--- src/hdl/cbrs_pkg.sv ---
// ----------------------------------------------------------------------------
// cbrs_pkg
// Shared types, codes and constants for the CAN bus-off recovery supervisor.
// ----------------------------------------------------------------------------
package cbrs_pkg;

    localparam int TIME_BITS = 48;
    localparam int MS_BITS   = 16;
    localparam int US_BITS   = 26;   // 65535 ms * 1000 fits in 26 bits
    localparam int LVL_BITS  = 3;
    localparam int SPC_BITS  = 24;
    localparam int CNT_BITS  = 8;
    localparam int CFG_DATA_BITS = 24;

    typedef logic [TIME_BITS-1:0] time_t;
    typedef logic [MS_BITS-1:0]   ms_t;
    typedef logic [US_BITS-1:0]   us_t;
    typedef logic [LVL_BITS-1:0]  level_t;
    typedef logic [SPC_BITS-1:0]  span_t;
    typedef logic [CNT_BITS-1:0]  count_t;

    localparam ms_t HARD_BLOCK_MS = ms_t'(200);

    typedef enum logic
    {
        OP_POLL = 1'b0,
        OP_HARD = 1'b1
    } opcode_t;

    typedef enum logic [1:0]
    {
        BUS_STOPPED    = 2'd0,
        BUS_RUNNING    = 2'd1,
        BUS_OFF        = 2'd2,
        BUS_RECOVERING = 2'd3
    } bus_state_t;

    typedef enum logic [2:0]
    {
        CFG_BASE_BACKOFF    = 3'd0,
        CFG_MAX_BACKOFF     = 3'd1,
        CFG_MAX_LEVEL       = 3'd2,
        CFG_RECOVERY_TMO    = 3'd3,
        CFG_RESET_SPACING   = 3'd4,
        CFG_HARD_QUEUE_THR  = 3'd5,
        CFG_HARD_ERROR_THR  = 3'd6,
        CFG_RESTART_BACKOFF = 3'd7
    } cfg_index_t;

    typedef struct packed
    {
        ms_t    base_backoff_ms;
        ms_t    max_backoff_ms;
        level_t max_level;
        span_t  recovery_timeout_us;
        span_t  reset_spacing_us;
        count_t hard_queue_threshold;
        count_t hard_error_threshold;
        ms_t    restart_backoff_ms;
    } cfg_t;

    localparam cfg_t CFG_RESET = '{
        base_backoff_ms:      ms_t'(120),
        max_backoff_ms:       ms_t'(2000),
        max_level:            level_t'(6),
        recovery_timeout_us:  span_t'(600000),
        reset_spacing_us:     span_t'(1000000),
        hard_queue_threshold: count_t'(16),
        hard_error_threshold: count_t'(96),
        restart_backoff_ms:   ms_t'(80)
    };

    typedef struct packed
    {
        opcode_t    opcode;
        time_t      now_us;
        bus_state_t bus_state;
        count_t     tx_queue_depth;
        count_t     tx_error_count;
        logic       command_accepted;
    } item_t;

    typedef struct packed
    {
        logic   recovery_active;
        level_t backoff_level;
        time_t  next_attempt_time;
        time_t  recovery_start_time;
        time_t  last_forced_restart_time;
        time_t  last_hard_restart_time;
        time_t  block_deadline;
    } state_t;

    localparam state_t STATE_RESET = '{
        recovery_active:          1'b0,
        backoff_level:            '0,
        next_attempt_time:        '0,
        recovery_start_time:      '0,
        last_forced_restart_time: '0,
        last_hard_restart_time:   '0,
        block_deadline:           '0
    };

    typedef struct packed
    {
        logic clear_queue;
        logic initiate_recovery;
        logic stop_controller;
        logic start_controller;
    } cmd_t;

endpackage

--- src/hdl/cbrs_step.sv ---
// ----------------------------------------------------------------------------
// cbrs_step
// Next-state and command logic for one status event.
// ----------------------------------------------------------------------------
module cbrs_step
    import cbrs_pkg::*;
(
    input  cfg_t   cfg,
    input  state_t state,
    input  item_t  item,
    output state_t state_next,
    output cmd_t   cmd
);

    localparam int SHIFT_BITS = MS_BITS + (1 << LVL_BITS) - 1;

    logic                  is_poll;
    logic                  bus_off;
    logic                  recov_gt_tmo;
    logic                  forced_gt_spc;
    logic                  hard_ge_spc;
    logic                  attempt_due;
    logic                  do_init;
    logic                  do_begin;
    logic                  do_forced;
    logic                  do_restart;
    logic                  do_running;
    logic                  do_hard;
    level_t                level_inc;
    level_t                level_sel;
    logic [SHIFT_BITS-1:0] shifted;
    ms_t                   level_ms;
    ms_t                   push_ms;
    us_t                   push_us;
    logic [TIME_BITS:0]    sum;
    time_t                 push_end;
    time_t                 diff_recov;
    time_t                 diff_forced;
    time_t                 diff_hard;

    assign is_poll = (item.opcode == OP_POLL);
    assign bus_off = (item.bus_state == BUS_OFF);

    // elapsed times; a time earlier than the stamp never satisfies a spacing
    assign diff_recov  = item.now_us - state.recovery_start_time;
    assign diff_forced = item.now_us - state.last_forced_restart_time;
    assign diff_hard   = item.now_us - state.last_hard_restart_time;

    assign recov_gt_tmo  = (item.now_us > state.recovery_start_time)
                         && (diff_recov > time_t'(cfg.recovery_timeout_us));
    assign forced_gt_spc = (item.now_us > state.last_forced_restart_time)
                         && (diff_forced > time_t'(cfg.reset_spacing_us));
    assign hard_ge_spc   = (item.now_us >= state.last_hard_restart_time)
                         && (diff_hard >= time_t'(cfg.reset_spacing_us));
    assign attempt_due   = (item.now_us >= state.next_attempt_time);

    assign do_init    = is_poll && bus_off && !state.recovery_active && attempt_due;
    assign do_begin   = do_init && item.command_accepted;
    assign do_forced  = is_poll && bus_off && state.recovery_active
                      && recov_gt_tmo && forced_gt_spc && attempt_due;
    assign do_restart = is_poll && (item.bus_state == BUS_STOPPED);
    assign do_running = is_poll && (item.bus_state == BUS_RUNNING);
    assign do_hard    = !is_poll && hard_ge_spc
                      && (item.tx_queue_depth >= cfg.hard_queue_threshold)
                      && (item.tx_error_count >= cfg.hard_error_threshold);

    assign level_inc = (state.backoff_level < cfg.max_level)
                     ? state.backoff_level + level_t'(1) : cfg.max_level;
    assign level_sel = do_forced ? level_inc : state.backoff_level;

    // doubling stops once the cap is reached, so one shift and a clamp match it
    assign shifted  = SHIFT_BITS'(cfg.base_backoff_ms) << level_sel;
    assign level_ms = (shifted < SHIFT_BITS'(cfg.max_backoff_ms))
                    ? shifted[MS_BITS-1:0] : cfg.max_backoff_ms;

    always_comb
    begin
        priority if (do_begin || do_forced)
            push_ms = level_ms;
        else if (do_restart && item.command_accepted)
            push_ms = cfg.restart_backoff_ms;
        else if (do_hard)
            push_ms = HARD_BLOCK_MS;
        else
            push_ms = '0;
    end

    // ms * 1000 = ms * (1024 - 16 - 8)
    assign push_us  = (us_t'(push_ms) << 10) - (us_t'(push_ms) << 4) - (us_t'(push_ms) << 3);
    assign sum      = {1'b0, item.now_us} + (TIME_BITS+1)'(push_us);
    assign push_end = sum[TIME_BITS] ? '1 : sum[TIME_BITS-1:0];

    always_comb
    begin
        state_next = state;
        cmd        = '0;

        cmd.clear_queue = is_poll && (item.tx_queue_depth != '0);

        if (do_init)
        begin
            cmd.initiate_recovery = 1'b1;
        end
        if (do_begin)
        begin
            state_next.recovery_active     = 1'b1;
            state_next.recovery_start_time = item.now_us;
            state_next.next_attempt_time   = push_end;
        end
        if (do_forced)
        begin
            state_next.last_forced_restart_time = item.now_us;
            state_next.recovery_active          = 1'b0;
            state_next.backoff_level            = level_inc;
            state_next.next_attempt_time        = push_end;
            cmd.clear_queue      = 1'b1;
            cmd.stop_controller  = 1'b1;
            cmd.start_controller = 1'b1;
        end
        if (do_restart)
        begin
            cmd.start_controller = 1'b1;
        end
        if (do_running)
        begin
            state_next.recovery_active     = 1'b0;
            state_next.recovery_start_time = '0;
            state_next.backoff_level       = '0;
            state_next.next_attempt_time   = '0;
        end
        if (do_hard)
        begin
            state_next.last_hard_restart_time = item.now_us;
            state_next.recovery_active        = 1'b0;
            cmd.clear_queue      = 1'b1;
            cmd.stop_controller  = 1'b1;
            cmd.start_controller = 1'b1;
        end

        // deadline only moves later; a zero backoff leaves it alone
        if ((push_ms != '0) && (push_end > state.block_deadline))
        begin
            state_next.block_deadline = push_end;
        end
    end

endmodule

--- src/hdl/can_busoff_recovery_supervisor.sv ---
// ----------------------------------------------------------------------------
// can_busoff_recovery_supervisor
// Bus-off recovery supervisor with exponential backoff for a CAN controller.
// ----------------------------------------------------------------------------
// An event passes the input register, then the result register; the state
// update between the two registers is combinational.
// Throughput: one status event per cycle while the result channel keeps up.
// Reset (rst_n low, async): pipeline empty, recovery state cleared, all
// configuration registers back to their defaults. Config port never stalls.
// ----------------------------------------------------------------------------
module can_busoff_recovery_supervisor
    import cbrs_pkg::*;
(
    input  logic                     clk,
    input  logic                     rst_n,

    // status event channel
    input  logic                     in_valid,
    output logic                     in_stall,
    input  logic                     opcode,
    input  logic [TIME_BITS-1:0]     now_us,
    input  logic [1:0]               bus_state,
    input  logic [CNT_BITS-1:0]      tx_queue_depth,
    input  logic [CNT_BITS-1:0]      tx_error_count,
    input  logic                     command_accepted,

    // result channel
    output logic                     out_valid,
    input  logic                     out_stall,
    output logic                     clear_queue,
    output logic                     initiate_recovery,
    output logic                     stop_controller,
    output logic                     start_controller,
    output logic [TIME_BITS-1:0]     tx_block_until_us,
    output logic [LVL_BITS-1:0]      escalation_level,
    output logic                     recovering,

    // configuration write channel
    input  logic                     cfg_valid,
    output logic                     cfg_ready,
    input  logic [2:0]               cfg_index,
    input  logic [CFG_DATA_BITS-1:0] cfg_data
);

    cfg_t   cfg_reg;
    state_t state_reg;
    state_t state_next;
    cmd_t   cmd;

    logic   in_valid_reg;
    item_t  item_reg;
    logic   out_valid_reg;
    logic   res_load;
    logic   fire;
    logic   in_take;

    cmd_t   res_cmd_reg;
    time_t  res_deadline_reg;
    level_t res_level_reg;
    logic   res_recov_reg;

    // The result register loads when empty or when its transfer completes;
    // the input register moves into it in the same cycle, so a new event can
    // be taken every cycle while downstream keeps up.
    assign res_load = !out_valid_reg || !out_stall;
    assign fire     = in_valid_reg && res_load;
    assign in_stall = in_valid_reg && !res_load;
    assign in_take  = in_valid && !in_stall;

    // configuration: always ready; the user must write it only while the block is idle (not enforced)
    assign cfg_ready = 1'b1;

    always_ff @(posedge clk or negedge rst_n)
    begin
        if (!rst_n)
        begin
            cfg_reg <= CFG_RESET;
        end
        else if (cfg_valid && cfg_ready)
        begin
            unique case (cfg_index_t'(cfg_index))
                CFG_BASE_BACKOFF:    cfg_reg.base_backoff_ms      <= cfg_data[MS_BITS-1:0];
                CFG_MAX_BACKOFF:     cfg_reg.max_backoff_ms       <= cfg_data[MS_BITS-1:0];
                CFG_MAX_LEVEL:       cfg_reg.max_level            <= cfg_data[LVL_BITS-1:0];
                CFG_RECOVERY_TMO:    cfg_reg.recovery_timeout_us  <= cfg_data[SPC_BITS-1:0];
                CFG_RESET_SPACING:   cfg_reg.reset_spacing_us     <= cfg_data[SPC_BITS-1:0];
                CFG_HARD_QUEUE_THR:  cfg_reg.hard_queue_threshold <= cfg_data[CNT_BITS-1:0];
                CFG_HARD_ERROR_THR:  cfg_reg.hard_error_threshold <= cfg_data[CNT_BITS-1:0];
                CFG_RESTART_BACKOFF: cfg_reg.restart_backoff_ms   <= cfg_data[MS_BITS-1:0];
                default:             cfg_reg <= cfg_reg;
            endcase
        end
    end

    // input register
    always_ff @(posedge clk or negedge rst_n)
    begin
        if (!rst_n)
        begin
            in_valid_reg <= 1'b0;
        end
        else if (in_take)
        begin
            in_valid_reg <= 1'b1;
        end
        else if (fire)
        begin
            in_valid_reg <= 1'b0;
        end
    end

    always_ff @(posedge clk)
    begin
        if (in_take)
        begin
            item_reg.opcode           <= opcode_t'(opcode);
            item_reg.now_us           <= now_us;
            item_reg.bus_state        <= bus_state_t'(bus_state);
            item_reg.tx_queue_depth   <= tx_queue_depth;
            item_reg.tx_error_count   <= tx_error_count;
            item_reg.command_accepted <= command_accepted;
        end
    end

    cbrs_step u_step
    (
        .cfg        (cfg_reg),
        .state      (state_reg),
        .item       (item_reg),
        .state_next (state_next),
        .cmd        (cmd)
    );

    // supervisor state commits with the event leaving the input register
    always_ff @(posedge clk or negedge rst_n)
    begin
        if (!rst_n)
        begin
            state_reg <= STATE_RESET;
        end
        else if (fire)
        begin
            state_reg <= state_next;
        end
    end

    // result register
    always_ff @(posedge clk or negedge rst_n)
    begin
        if (!rst_n)
        begin
            out_valid_reg <= 1'b0;
        end
        else if (res_load)
        begin
            out_valid_reg <= in_valid_reg;
        end
    end

    always_ff @(posedge clk)
    begin
        if (fire)
        begin
            res_cmd_reg      <= cmd;
            res_deadline_reg <= state_next.block_deadline;
            res_level_reg    <= state_next.backoff_level;
            res_recov_reg    <= state_next.recovery_active;
        end
    end

    assign out_valid         = out_valid_reg;
    assign clear_queue       = res_cmd_reg.clear_queue;
    assign initiate_recovery = res_cmd_reg.initiate_recovery;
    assign stop_controller   = res_cmd_reg.stop_controller;
    assign start_controller  = res_cmd_reg.start_controller;
    assign tx_block_until_us = res_deadline_reg;
    assign escalation_level  = res_level_reg;
    assign recovering        = res_recov_reg;

endmodule

--- config.mk ---
export PLATFORM = sky130hd
export DESIGN_NAME = can_busoff_recovery_supervisor
export DESIGN_NICKNAME = d
export VERILOG_FILES = /design/src/hdl/cbrs_pkg.sv /design/src/hdl/cbrs_step.sv /design/src/hdl/can_busoff_recovery_supervisor.sv
export SDC_FILE = /design/constraint.sdc
export NUM_CORES = 2
export LEC_CHECK = 0
export BUFFER_PORTS_ARGS = -buffer_cell sky130_fd_sc_hd__buf_2
export CORE_ASPECT_RATIO = 0.7
export CORE_MARGIN = 3
export CORE_UTILIZATION = 50
export CTS_CLUSTER_SIZE = 30
export DETAILED_ROUTE_END_ITERATION = 8
export PLACE_DENSITY = 0.73
export SLEW_MARGIN = 20
export SYNTH_ARGS = -nofsm -noshare
export SYNTH_HDL_FRONTEND = slang
export SYNTH_SLANG_ARGS = --single-unit
--- constraint.sdc ---
create_clock -name clk -period 32.5 [get_ports clk]
set_input_delay 8.125 -clock clk [delete_from_list [all_inputs] [get_ports clk]]
set_output_delay 8.125 -clock clk [all_outputs]
set_load 0.02 [all_outputs]
==> results.tsv <==
stage	metric	value	unit
run_status	result of the run	finished, final reports clean	
sta	Hold Vio Cnt, Final	0	
global_route	pin count of the biggest net entering global routing	98	
drt	Vias per Instance	6.05	
setup_path	Startpoint Class	register	
cells_and_area	Layout Area Growth over Synthesis	9.63	%
cells_and_area	ratio of cells with drive above 1 in the final layout	13.8	%
clock_tree	cts repair resizes	0	
setup_path	CP max stage delay	690	ps
clock_tree	Hold-fix buffers, CTS	0	
run	max-cap viol count	0	
setup_path	Crit Path Class	register to register	
cells_and_area	max reg flops	244	
clock_tree	Root Driver	clkbuf_16	
synth	Net Count, Synth	4582	
pwr	P_sw	1.57	mW
floorplan	initial core utilization	51.0	%
worst_hold_path	worst hold path class	register to register	
clock_tree	clock buffer depth	3	
floorplan	Die X	331	µm
sta	RSZ-0062 raised after global routing	no	
drt	# DRC	0	
drt	Routed Antenna Nets	0	
sta	max-slew violations	0	
sta	Hold WS	477	ps
sta	period utilization	64.4	%
floorplan	die area	77200	µm²
cells_and_area	final std cells w/o fill	5198	
pwr	pwr dens	88.1	nW/µm²
sta	fmax	0.0477	GHz
cells_and_area	most common cell after layout, fill and taps aside	nand2_1	
pwr	Sw Share	44.1	%
drt	Initial DRC Count	3099	
drt	routed length per placed instance	21.7	µm
placement	dpl cells	5100	
setup_path	slowest library cell on the worst path	o31ai_1	
synth	EDFF count, synth	124	
pwr	Leak	18.6	nW
drt	final WL	113000	µm
clock_tree	Post-CTS Setup Bufs	0	
floorplan	die height	233	µm
global_route	initial antenna violation count	4	
pwr	clock network power share	16.7	%
synth	syn_area_per_cell	9.07	µm²
clock_tree	worst skew pair latency	640	ps
sta	fin crit period	20940	ps
clock_tree	H-tree depth	2	
clock_tree	clock-pin transition on the worst setup and hold timing paths	60	ps
sta	Setup TNS Final	0	ps
pwr	Comb power frac	57.5	%
placement	IO buf count	157	
pwr	peak supply drop	0.0793	mV
synth	Syn Inst Count	4068	
floorplan	Core Box Area	72300	µm²
clock_tree	Num CTS Buffers	52	
setup_path	worst path bufs/invs	6	
placement	gp weighted congestion	0.991	
clock_tree	clk sink count	485	
setup_path	CP max FO	42	
floorplan	Site Rows	82	
clock_tree	CTS tree	done	
synth	top_reg_cell synth	dfrtp_1	
cells_and_area	commonest non-fill, non-tap cells in the layout	nand2_1, inv_1, ha_1, dfrtp_1, o21ai_0	
synth	Seq cells post-synth	485	
setup_path	nature of the critical path endpoint	register	
setup_path	worst path required time	32890	ps
pwr	Design Power	3.57	mW
placement	post-DP HPWL	87300	µm
global_route	grt ovf	0	
cells_and_area	fin nets	4703	
global_route	first-pass GRT wire length	173000	µm
global_route	gr usage total	29.0	%
cells_and_area	Final Util	55.9	%
setup_path	R2R Setup Slk	11560	ps
floorplan	I/O pin total	159	
sta	Rel. slew slack	26.2	%
drt	DR pass1 iterations	6	
drt	via count	31465	
pwr	Internal Power	1.99	mW
cells_and_area	number of diodes	0	
synth	register area share after synthesis	34.7	%
setup_path	WP data arrival	21330	ps
global_route	vias in the first global route	29439	
setup_path	critical path's top delay family	compound AO/OA/AOI/OAI gates	
sta	Worst Skew	48.5	ps
synth	synth unique cells	105	
sta	Worst-Margin Slew	1100	ps
synth	YS warnings	0	
pwr	Reg power frac	25.8	%
sta	# setup viols final	0	
synth	Post-synth ARST share	74.4	%
synth	Mapped Area	36900	µm²
==> cell usage after synthesis (97+ instances only) <==
cell	n	share of area, %
a21o_1	132	2.7
a21oi_1	274	3.7
clkbuf_1	129	1.3
dfrtp_1	329	22
edfxtp_1	124	10
ha_1	403	14
inv_1	413	4.2
mux2_2	178	5.4
nand2_1	449	4.6
nand4_1	97	1.6
nor2_1	182	1.9
o21ai_0	317	4.3
==> routing by layer <==
| metal | vias up | routed length (µm) | global-route usage, % | part of all wire, % |
|---|---|---|---|---|
| met5 | - | 0 | 0 | 0 |
| met4 | 0 | 2690 | 7.13 | 2.4 |
| met3 | 161 | 13000 | 8.79 | 12 |
| met2 | 1351 | 44400 | 40.0 | 39 |
| met1 | 15046 | 52700 | 43.8 | 47 |
| li1 | 14907 | - | - | - |
==> worst paths after layout <==
path | from | end | cells past startpoint
max | item_reg[19] | tx_block_until_us[26] | 89
min | state_reg[181] | state_reg[181] | 2
max reg2reg | item_reg[19] | tx_block_until_us[26] | 89
min reg2reg | state_reg[181] | state_reg[181] | 2
max in group asynchronous | rst_n | cfg_reg[57] | 3
min in group asynchronous | rst_n | state_reg[43] | 1
==> cells by family (layout without fill, tap and decap cells) <==
| family | after synthesis | count (layout) | synth area share, % |
|---|---|---|---|
| other | 1 | 1 | 0.0102 |
| AO/OA/AOI/OAI | 1138 | 1138 | 19.8 |
| XOR/XNOR | 134 | 134 | 3.18 |
| multiplexers | 264 | 264 | 8.21 |
| adder cells (fa/ha/maj) | 414 | 414 | 14.3 |
| buffers and inverters | 565 | 729 | 6.00 |
| flip-flops | 485 | 485 | 34.7 |
| AND/OR/NAND/NOR | 1067 | 1067 | 13.9 |
==> power groups by stage <==
stage | sequential [mW] | combinational (mW) | clock [mW]
after floorplan | 0.930 | 1.46 | 0
after global placement | 0.922 | 1.96 | 0
after detailed placement | 0.925 | 1.99 | 0
after CTS | 0.917 | 2.02 | 0.607
after global routing | 0.938 | 2.28 | 0.633
final | 0.920 | 2.05 | 0.595
==> worst reg2reg max path, delay by kind of cell (launching register included) <==
kind	cells	cell delay, ps
compound gates	46	9790
xor+xnor	2	330
fa+ha+maj	8	2460
buf+inv	6	1600
flops	1	490
mux	1	450
simple gates	26	5610
==> stage by stage <==
stage / cell area (µm²) / worst slack [ps]
CTS: 40400 / 11850
global placement: 38800 / 12460
global route: 40500 / 9570
floorplan: 36900 / 15680
finish: 40500 / 11560
detailed placement: 38800 / 11960
==> layout make-up <==
class                      instances  area [µm²]
fill                            6512       31900
timing repair buffer             218        1260
inverter                         414        1560
tap                              966        1210
multi-input combinational       3018       22000
clock inverter                    22         216
sequential                       485       12800
clock buffer                      75        1470
Note: power is estimated with default switching activity, not from simulation.
